**config.mk**
```make
export PLATFORM = sky130hd
export DESIGN_NAME = ska_cell
export DESIGN_NICKNAME = d
export VERILOG_FILES = /design/src/ska_pkg.sv /design/src/ska_cell.sv
export SDC_FILE = /design/constraint.sdc
export NUM_CORES = 1
export LEC_CHECK = 0
export ABC_AREA = 1
export ABC_CLOCK_PERIOD_IN_PS = 6100
export BUFFER_PORTS_ARGS = -buffer_cell sky130_fd_sc_hd__buf_4
export CAP_MARGIN = 40
export CORE_AREA = 2 2 78 80
export CTS_CLUSTER_DIAMETER = 40
export CTS_CLUSTER_SIZE = 16
export DETAILED_ROUTE_END_ITERATION = 7
export DIE_AREA = 0 0 80 82
export GPL_ROUTABILITY_DRIVEN = 0
export PLACE_DENSITY = 0.87
export SLEW_MARGIN = 20
export SYNTH_ARGS = -nofsm -noshare
export SYNTH_HDL_FRONTEND = slang
export SYNTH_SLANG_ARGS = --single-unit
```
**constraint.sdc**
```tcl
create_clock -name clk_i -period 6.1 [get_ports clk_i]
set_input_delay 0 -clock clk_i [delete_from_list [all_inputs] [get_ports clk_i]]
set_output_delay 0 -clock clk_i [all_outputs]
set_load 0.02 [all_outputs]
```
**src/ska_pkg.sv**
```systemverilog
package ska_pkg;

  localparam int KeyW   = 32;
  localparam int CountW = 7;

  typedef enum logic {
    REQ_INSERT = 1'b0,
    REQ_REMOVE = 1'b1
  } req_type_e;

  typedef enum logic [1:0] {
    ST_INSERTED  = 2'd0,
    ST_REMOVED   = 2'd1,
    ST_NOT_FOUND = 2'd2,
    ST_FULL      = 2'd3
  } status_e;

  typedef struct packed {
    req_type_e               req_type;
    logic signed [KeyW-1:0]  key;
  } in_req_t;

  typedef struct packed {
    status_e                 status;
    logic [CountW-1:0]       entry_count;
  } out_rsp_t;

  // Control broadcast from the sequencer to every cell.
  typedef struct packed {
    logic capture;  // latch compare flags against the incoming key
    logic ins_en;   // apply an insert: shift up from the lower-bound cell
    logic rem_en;   // apply a remove: shift down from the matching cell
  } ska_ctrl_t;

endpackage

```
**src/ska_cell.sv**
```systemverilog
module ska_cell (
  input  logic                              clk_i,
  input  logic                              rst_ni,
  input  ska_pkg::ska_ctrl_t                ctrl_i,
  input  logic                              occ_i,
  input  logic signed [ska_pkg::KeyW-1:0]   cmp_key_i,
  input  logic signed [ska_pkg::KeyW-1:0]   ins_key_i,
  input  logic signed [ska_pkg::KeyW-1:0]   left_key_i,
  input  logic                              left_lt_i,
  input  logic signed [ska_pkg::KeyW-1:0]   right_key_i,
  output logic signed [ska_pkg::KeyW-1:0]   key_o,
  output logic                              lt_o,
  output logic                              match_o
);
  import ska_pkg::*;

  logic signed [KeyW-1:0] key_q, key_d;
  logic                   lt_q, lt_d;
  logic                   eq_q, eq_d;

  always_comb begin
    lt_d = lt_q;
    eq_d = eq_q;
    if (ctrl_i.capture) begin
      lt_d = occ_i && (key_q < cmp_key_i);
      eq_d = occ_i && (key_q == cmp_key_i);
    end
  end

  // Cells below the lower bound hold; the rest shift towards or away from it.
  always_comb begin
    key_d = key_q;
    if (ctrl_i.ins_en && !lt_q) begin
      key_d = left_lt_i ? ins_key_i : left_key_i;
    end else if (ctrl_i.rem_en && !lt_q) begin
      key_d = right_key_i;
    end
  end

  always_ff @(posedge clk_i or negedge rst_ni) begin
    if (!rst_ni) begin
      lt_q <= 1'b0;
      eq_q <= 1'b0;
    end else begin
      lt_q <= lt_d;
      eq_q <= eq_d;
    end
  end

  always_ff @(posedge clk_i) begin
    key_q <= key_d;
  end

  assign key_o   = key_q;
  assign lt_o    = lt_q;
  assign match_o = !lt_q && left_lt_i && eq_q;

endmodule
```
; Word-level counts from Yosys, hierarchy flattened
; Index checks and enable logic that the tools add are counted.
[word_totals]
register_bits = 34
out_inout_bits = 34
wordCells = 16
[op_classes]
magnitude_cmp = 1
eq_ne = 1
muxes = 3
n_reduce_logical = 8
[op_table]
columns = op, count
row1 = 32-bit 2-to-1 mux, 3
row2 = 32-bit == test, 1
row3 = 32-bit < comparator, 1
row4 = 1-bit logical AND, 6
row5 = 2-bit nonzero test, 1
row6 = 1-bit logical NOT, 1

; Depth between registers and ports, before layout
; Gate-level depths: netlist of the first run.
[logic_depth]
ltp_word = 4
ltp_mapped = 14
depth_no_buf = 14

; Least setup slack after synthesis of the first run
; OpenSTA, ideal clock, no wires.
[synth_path]
path_kind = register to register
start = reg lt_q (netlist: lt_o)
end = reg key_q[0] (netlist: key_o[0]), enable pin
arrival_ps = 1908
t_required_ps = 5678
path_slack_ps = 3771
path_stages_with_launch = 2
n_path_buf = 0
cell_sequence = dfrtp_1 > nor2_1
[synth_via]
elab_chain_cells = 3
word_cells_on_any_way = 4
[synth_lines]
columns = item, line_no
row1 = from (decl), ska_cell.sv:18  ; logic lt_q, lt_d;
row2 = from (signal assigned), ska_cell.sv:45  ; lt_q <= lt_d;
row3 = 1-bit logical NOT (*), "ska_cell.sv:33, ska_cell.sv:35"
row4 = "1-bit logical AND, on equally long branches", "ska_cell.sv:33, ska_cell.sv:35"
row5 = 2-bit nonzero test (no line) (*), n/a
row6 = to (signal assigned), ska_cell.sv:51  ; key_q <= key_d;
row7 = to (decl), ska_cell.sv:17  ; logic signed [KeyW-1:0] key_q, key_d;
; Mark *: on every way between the ends. The rest lies on a longest branch, timed or not.
; A chain may end at the register's enable or synchronous reset.

; Worst setup path in the final report of the first run
[layout_path]
start = reg lt_q (netlist: lt_o)
end = reg key_q[15] (netlist: key_o[15]) (data pin)
[layout_via]
elab_chain_cells = 3
[layout_lines]
columns = item, line_no
row1 = 1-bit logical NOT, ska_cell.sv:33  ; if (ctrl_i.ins_en && !lt_q) begin
row2 = 1-bit logical AND, ska_cell.sv:33
row3 = 32-bit 2-to-1 mux, ska_cell.sv:33
row4 = via key_d[15], ska_cell.sv:17
; The timed path passes the listed nets, and every way through them passes these cells.

==> flow_summary.yaml, run 1 <==
status:
  status: "finished clean"
routing:
  drt_iter0_markers: 125
  post-route-drc-count: 0
  viasPerCell: 4.87
  wl_per_cell_um: 13.3
  dr_total_vias: 2823
  final_antenna_net_count: 0
  wl_um: 7720
  firstDrtPassIters: 6
worst_setup_path:
  path_delay_family: "simple AND/OR/NAND/NOR gates"
  cp-start-kind: "flop"
  ff2ff_setup_slack_ps: 4230
  rr_startpoint: "lt_o$_DFFE_PN0P_"
  crit_required_ps: 6110
  crit_slowest_cell: "nor2_4"
  crit_buf_inv: 1
  arrival_ps: 1880
  worst_r2r_endpoint: "key_o[15]$_DFFE_PP_"
  crit_chain: "nor2_4, buf_4, a31oi_1"
  crit_path_end: "key_o[15]$_DFFE_PP_"
  cpPeakStageDelay_ps: 550
  path_class: "flop to flop"
  path_depth: 3
  startpoint: "lt_o$_DFFE_PN0P_"
  end_kind: "flop"
  crit_path_max_fanout: 34
  reg2reg_depth: 3
power:
  leakage_nw: 2.15
  p_sw_share_pct: 35.8
  p_switching_uw: 325
  clkPwrFrac_pct: 17.8
  sequentialPowerShare_pct: 37.9
  power.density_nw_per_um2: 222
  ir_drop_mv: 0.160
  internal-power_uw: 581
  comb_power_share_pct: 44.3
global_routing:
  grt_pass1_vias: 2817
  grt_max_degree: 35
  grtUsageTotal_pct: 23.4
  grt_pass1_wl_um: 12000
  overflow: 0
  grt_antenna_before_repair: 0
floorplanning:
  fp-row-count: 28
  start_util_pct: 45.9
  die_y_um: 82
  die_w_um: 80
  die_area_sq_um: 6560
  io_pins: 169
  coreArea_sq_um: 5750
hold_path:
  hp-class: "input port to asynchronous set/reset pin"
synthesis:
  yosysWarnings: 0
  ys.flop_type: "edfxtp_1"
  synth_cells: 338
  syn_nets: 505
  synth-edff-count: 32
  synth-async-reset-ratio_pct: 5.88
  synth_cell_types: 24
  avgSynthCellArea_sq_um: 7.80
  ys_seq_area_share_pct: 38.3
  synth_seq_cells: 34
  syn_area_sq_um: 2640
timing:
  fin_crit_ps: 1870
  min_period_over_period_pct: 30.7
  max_slew_margin_pct: 57.1
  layout_setup_ws_ps: 4230
  hold_violations: 0
  max_freq_mhz: 534
  report.final.slew_viol_count: 0
  timing.final.setup_violations: 0
  clock_skew_ps: 11.2
  fin_setup_tns_ps: 0
  tightestPinTransition_ps: 642
  rsz0062_at_grt: "false"
clock_tree:
  cts_setup_buffers: 0
  cts_resized: 0
  cts.htree.levels: 2
  cts_hold_buf: 2
  cts_buffers: 5
  cts.sinks: 34
  ctsLongestPathBuffers: 2
  clock_insertion_delay_worst_skew_ps: 280
  clk_transition_reported_paths_ps: 70
  tritoncts: "yes"
  cts_root_buffer: "clkbuf_8"
final_layout:
  drive_gt1_share_pct: 38.4
  fin_area_sq_um: 4080
  fillerInstances: 472
  area_delta_synth_final_pct: 54.5
  fin_nets: 671
  diodes: 0
placement:
  portBuffers: 168
  dp_hpwl_um: 6380
  placed_cell_area_sq_um: 3970
  dp_worst_setup_slack_ps: 4220
job:
  cap_violations: 0
## flip-flops by register name, summed over array words and instances, names as in the netlist
| signal | cells |
|---|---|
| eq_q | 1 |
| key_o | 32 |
| lt_o | 1 |
## kinds of logic (layout without fill, tap and decap cells)
group	after synthesis	count (layout)	synth area share, %
AOI/OAI and AO/OA	49	49	11.6
adders and majority gates	32	32	15.2
buffers and inverters	62	229	9.35
DFF	34	34	38.3
and+or+nand+nor	161	161	25.6
## worst reg2reg max path, cell delays in order (launching register included)
cell and delay, ps:
dfrtp_1 470, nor2_4 550, buf_4 440, a31oi_1 150
## Yosys cell counts, types with 4 or more instances
library cell	number	area (sq um)
a21oi_1	10	50.1
a31oi_1	32	200
buf_2	11	55.1
edfxtp_1	32	961
ha_1	32	400
inv_1	47	176
nand2_1	105	394
nand2_2	5	31.3
nor2_1	39	146
nor2_4	4	45.0
## layout by cell type, fill, tap and decap left out, drive strengths merged
cell type / n
a21oi: 11
a32o: 1
dlygate4sd3: 2
dfrtp: 2
clkinv: 2
nor2: 45
o21a: 2
a21o: 2
o21ai: 1
inv: 49
clkbuf: 6
ha: 32
nand2: 110
nand4: 2
a31oi: 32
edfxtp: 32
nand3: 3
buf: 170
nor3: 1
## per-layer routing
layer | up-vias | routed length [um] | GRT usage, %
met1 | 1259 | 2800 | 25.9
met3 | 10 | 555 | 4.62
li1 | 1441 | - | -
met4 | 0 | 131 | 6.78
met5 | - | 0 | 0
met2 | 113 | 4240 | 45.3
## stage by stage
step	hold slack (ps)	total power [mW]	utilization, %	instances
floorplan	-296	0.568	-	338
global placement	-216	0.725	68.7	569
detailed placement	-212	0.751	69.1	570
CTS	50.9	0.913	70.9	580
global route	57.4	0.967	70.9	580
finish	59.1	0.906	70.9	580
## area by class of cell
| cell class | instances | area, sq um | area share, % |
|---|---|---|---|
| multi-input cells | 242 | 1390 | 34.0 |
| well taps | 75 | 93.8 | 2.30 |
| clock inverters | 2 | 10.0 | 0.246 |
| clock buffers | 6 | 72.6 | 1.78 |
| flip-flops and latches | 34 | 1010 | 24.8 |
| repair buffers | 172 | 1320 | 32.3 |
| inverters | 49 | 184 | 4.51 |
## worst min path at each step
stage,startpoint,to,slack (ps)
after floorplan,rst_ni,eq_q$_DFFE_PN0P_,-300
after global placement,rst_ni,eq_q$_DFFE_PN0P_,-220
after detailed placement,rst_ni,eq_q$_DFFE_PN0P_,-210
after CTS,rst_ni,eq_q$_DFFE_PN0P_,50
after global routing,right_key_i[23],key_o[23]$_DFFE_PP_,60
final,rst_ni,eq_q$_DFFE_PN0P_,60
## power by group through the flow
stage / Sequential (mW) / Clock [mW] / Combinational (mW)
finish: 0.344 / 0.161 / 0.401
global route: 0.349 / 0.172 / 0.446
CTS: 0.344 / 0.164 / 0.404
detailed placement: 0.349 / 0 / 0.402
global placement: 0.346 / 0 / 0.379
floorplan: 0.398 / 0 / 0.170
Note: power is estimated with default switching activity, not from simulation.
==> run 2: changes to the inputs <==
--- a/config.mk
+++ b/config.mk
@@ -6,16 +6,16 @@
 export NUM_CORES = 1
 export LEC_CHECK = 0
 export ABC_AREA = 1
-export ABC_CLOCK_PERIOD_IN_PS = 6100
+export ABC_CLOCK_PERIOD_IN_PS = 1800
 export BUFFER_PORTS_ARGS = -buffer_cell sky130_fd_sc_hd__buf_4
 export CAP_MARGIN = 40
-export CORE_AREA = 2 2 78 80
+export CORE_AREA = 2 2 82 84
 export CTS_CLUSTER_DIAMETER = 40
 export CTS_CLUSTER_SIZE = 16
 export DETAILED_ROUTE_END_ITERATION = 7
-export DIE_AREA = 0 0 80 82
+export DIE_AREA = 0 0 84 86
 export GPL_ROUTABILITY_DRIVEN = 0
-export PLACE_DENSITY = 0.87
+export PLACE_DENSITY = 0.8
 export SLEW_MARGIN = 20
 export SYNTH_ARGS = -nofsm -noshare
 export SYNTH_HDL_FRONTEND = slang
==> constraint.sdc (replaced) <==
create_clock -name clk_i -period 1.8 [get_ports clk_i]
set_input_delay 0 -clock clk_i [delete_from_list [all_inputs] [get_ports clk_i]]
set_output_delay 0 -clock clk_i [all_outputs]
set_load 0.02 [all_outputs]
==> run 2 against run 1 <==
Setup slack got worse by 4000 ps. Clock power grew to 3.6 times the previous value. Core utilization fell by 5.7 points. Hold slack got worse by 6.4 ps. Clock skew fell by 5.1 ps. Critical path type unchanged.
==> flow_summary.yaml, run 2 (synthesis results as in run 1) <==
status:
  status: "finished clean"
worst_setup_path:
  crit_slowest_cell: "edfxtp_1"
  cpPeakStageDelay_ps: 400
  path_depth: 10
  cp-start-kind: "flop"
  crit_chain: "ha_1, nand2_1, nor2_1, nand4_1, nor2_4, nand2_1, nand2_1, nand2_1, nand3_1, nand2_1"
  critPathMostFrequentCell: "nand2_1"
  path_delay_family: "simple AND/OR/NAND/NOR gates"
  reg2reg_depth: 10
  crit_required_ps: 1970
  arrival_ps: 1770
  path_class: "flop to flop"
  end_kind: "flop"
  crit_buf_inv: 0
  crit_path_max_fanout: 2
global_routing:
  grtUsageTotal_pct: 21.2
  grt_max_degree: 65
  grt_pass1_vias: 2873
  grt_antenna_before_repair: 0
  grt_pass1_wl_um: 12400
  overflow: 0
timing:
  tightestPinTransition_ps: 564
  report.final.slew_viol_count: 0
  clock_skew_ps: 6.14
  max_freq_mhz: 627
  timing.final.setup_violations: 0
  fin_setup_tns_ps: 0
  max_slew_margin_pct: 62.3
  hold_violations: 0
  min_period_over_period_pct: 88.5
  fin_crit_ps: 1590
  whs_ps: 52.7
  rsz0062_at_grt: "false"
hold_path:
  hp-class: "input port to flop"
  hold_depth: 5
final_layout:
  layout_common_cells: "buf_4 (171), nand2_1 (105), inv_1 (47)"
  layoutNonFillerInstCount: 584
  final_common_cell: "buf_4"
  area_delta_synth_final_pct: 55.2
  diodes: 0
  largest_reg_flops: 32
  fillerInstances: 539
  drive_gt1_share_pct: 38.5
  fin_nets: 673
routing:
  wl_um: 7590
  post-route-drc-count: 0
  final_antenna_net_count: 0
  drt-met1-wl_um: 2870
  firstDrtPassIters: 4
  routed.top_layer: "met4"
  dr_total_vias: 2804
  met2_length_um: 3970
  drt_iter0_markers: 71
  viasPerCell: 4.80
  wl_per_cell_um: 13.0
  wl_met3_um: 509
floorplanning:
  die_w_um: 84
  die_y_um: 86
  coreArea_sq_um: 6280
  fp-row-count: 29
  start_util_pct: 42.0
  io_pins: 169
  die_area_sq_um: 7220
placement:
  portBuffers: 168
  dp_hpwl_um: 6230
  dp_cells: 574
clock_tree:
  cts_setup_buffers: 0
  clk_transition_reported_paths_ps: 60
  cts.htree.levels: 2
  cts_buffers: 5
  clock_insertion_delay_worst_skew_ps: 280
  ctsLongestPathBuffers: 2
  tritoncts: "yes"
  cts.sinks: 34
  cts_root_buffer: "clkbuf_8"
power:
  power_mw: 3.09
  ir_drop_mv: 0.349
  leakage_nw: 2.16
  power.density_nw_per_um2: 755
job:
  cap_violations: 0
## run 2: worst register-to-register path, delay by kind of cell (launching register included)
kind,cells,cell delay [ps]
simple gates,9,790
flops,1,400
fa+ha+maj,1,310
## run 2: path summary, 6_finish.rpt
| kind | startpoint | endpoint | slack, ps |
|---|---|---|---|
| worst max register to register | key_o[23]$_DFFE_PP_ | lt_o$_DFFE_PN0P_ | 210 |
| worst min-delay path | occ_i | lt_o$_DFFE_PN0P_ | 50 |
| max in group asynchronous | rst_ni | lt_o$_DFFE_PN0P_ | 1630 |
| worst max-delay path | key_o[23]$_DFFE_PP_ | lt_o$_DFFE_PN0P_ | 210 |
| min in group asynchronous | rst_ni | eq_q$_DFFE_PN0P_ | 80 |
| worst min register to register | eq_q$_DFFE_PN0P_ | eq_q$_DFFE_PN0P_ | 490 |
## run 2: metal layers
layer / vias up / GRT usage (%)
met2: 112 / 40.1
met4: 0 / 9.24
met1: 1224 / 22.7
met5: - / 0
li1: 1445 / -
met3: 23 / 4.52
## run 2: report_power, final
part           leakage, nW  switching [mW]  internal (mW)  total [mW]
combinational         1.77           0.726          0.628        1.35
sequential           0.340          0.0916           1.07        1.16
clock               0.0455           0.262          0.312       0.574
total                 2.16            1.08           2.01        3.09
## run 2: area by class of cell
type	instances	area, sq um	share of cell area, %
repair buffers	174	1320	32.3
flip-flops and latches	34	1010	24.7
well taps	77	96.3	2.35
inverters	49	184	4.49
multi-input cells	242	1390	33.9
clock buffers	8	90.1	2.20
## run 2: per-stage QoR
stage          utilization (%)  worst slack (ps)  instance area (sq um)
2_1_floorplan                -               197                   2650
3_3_place_gp              63.4               260                   3980
3_5_place_dp              63.4               210                   3980
4_1_cts                   65.2               195                   4090
5_1_grt                   65.2              11.4                   4090
6_report                  65.2               206                   4090
## run 2: what timing repair did
item,4_1_cts,5_1_grt
hold buffers,2,0
endpoints found under the hold margin,3,0
gates resized for setup,0,0
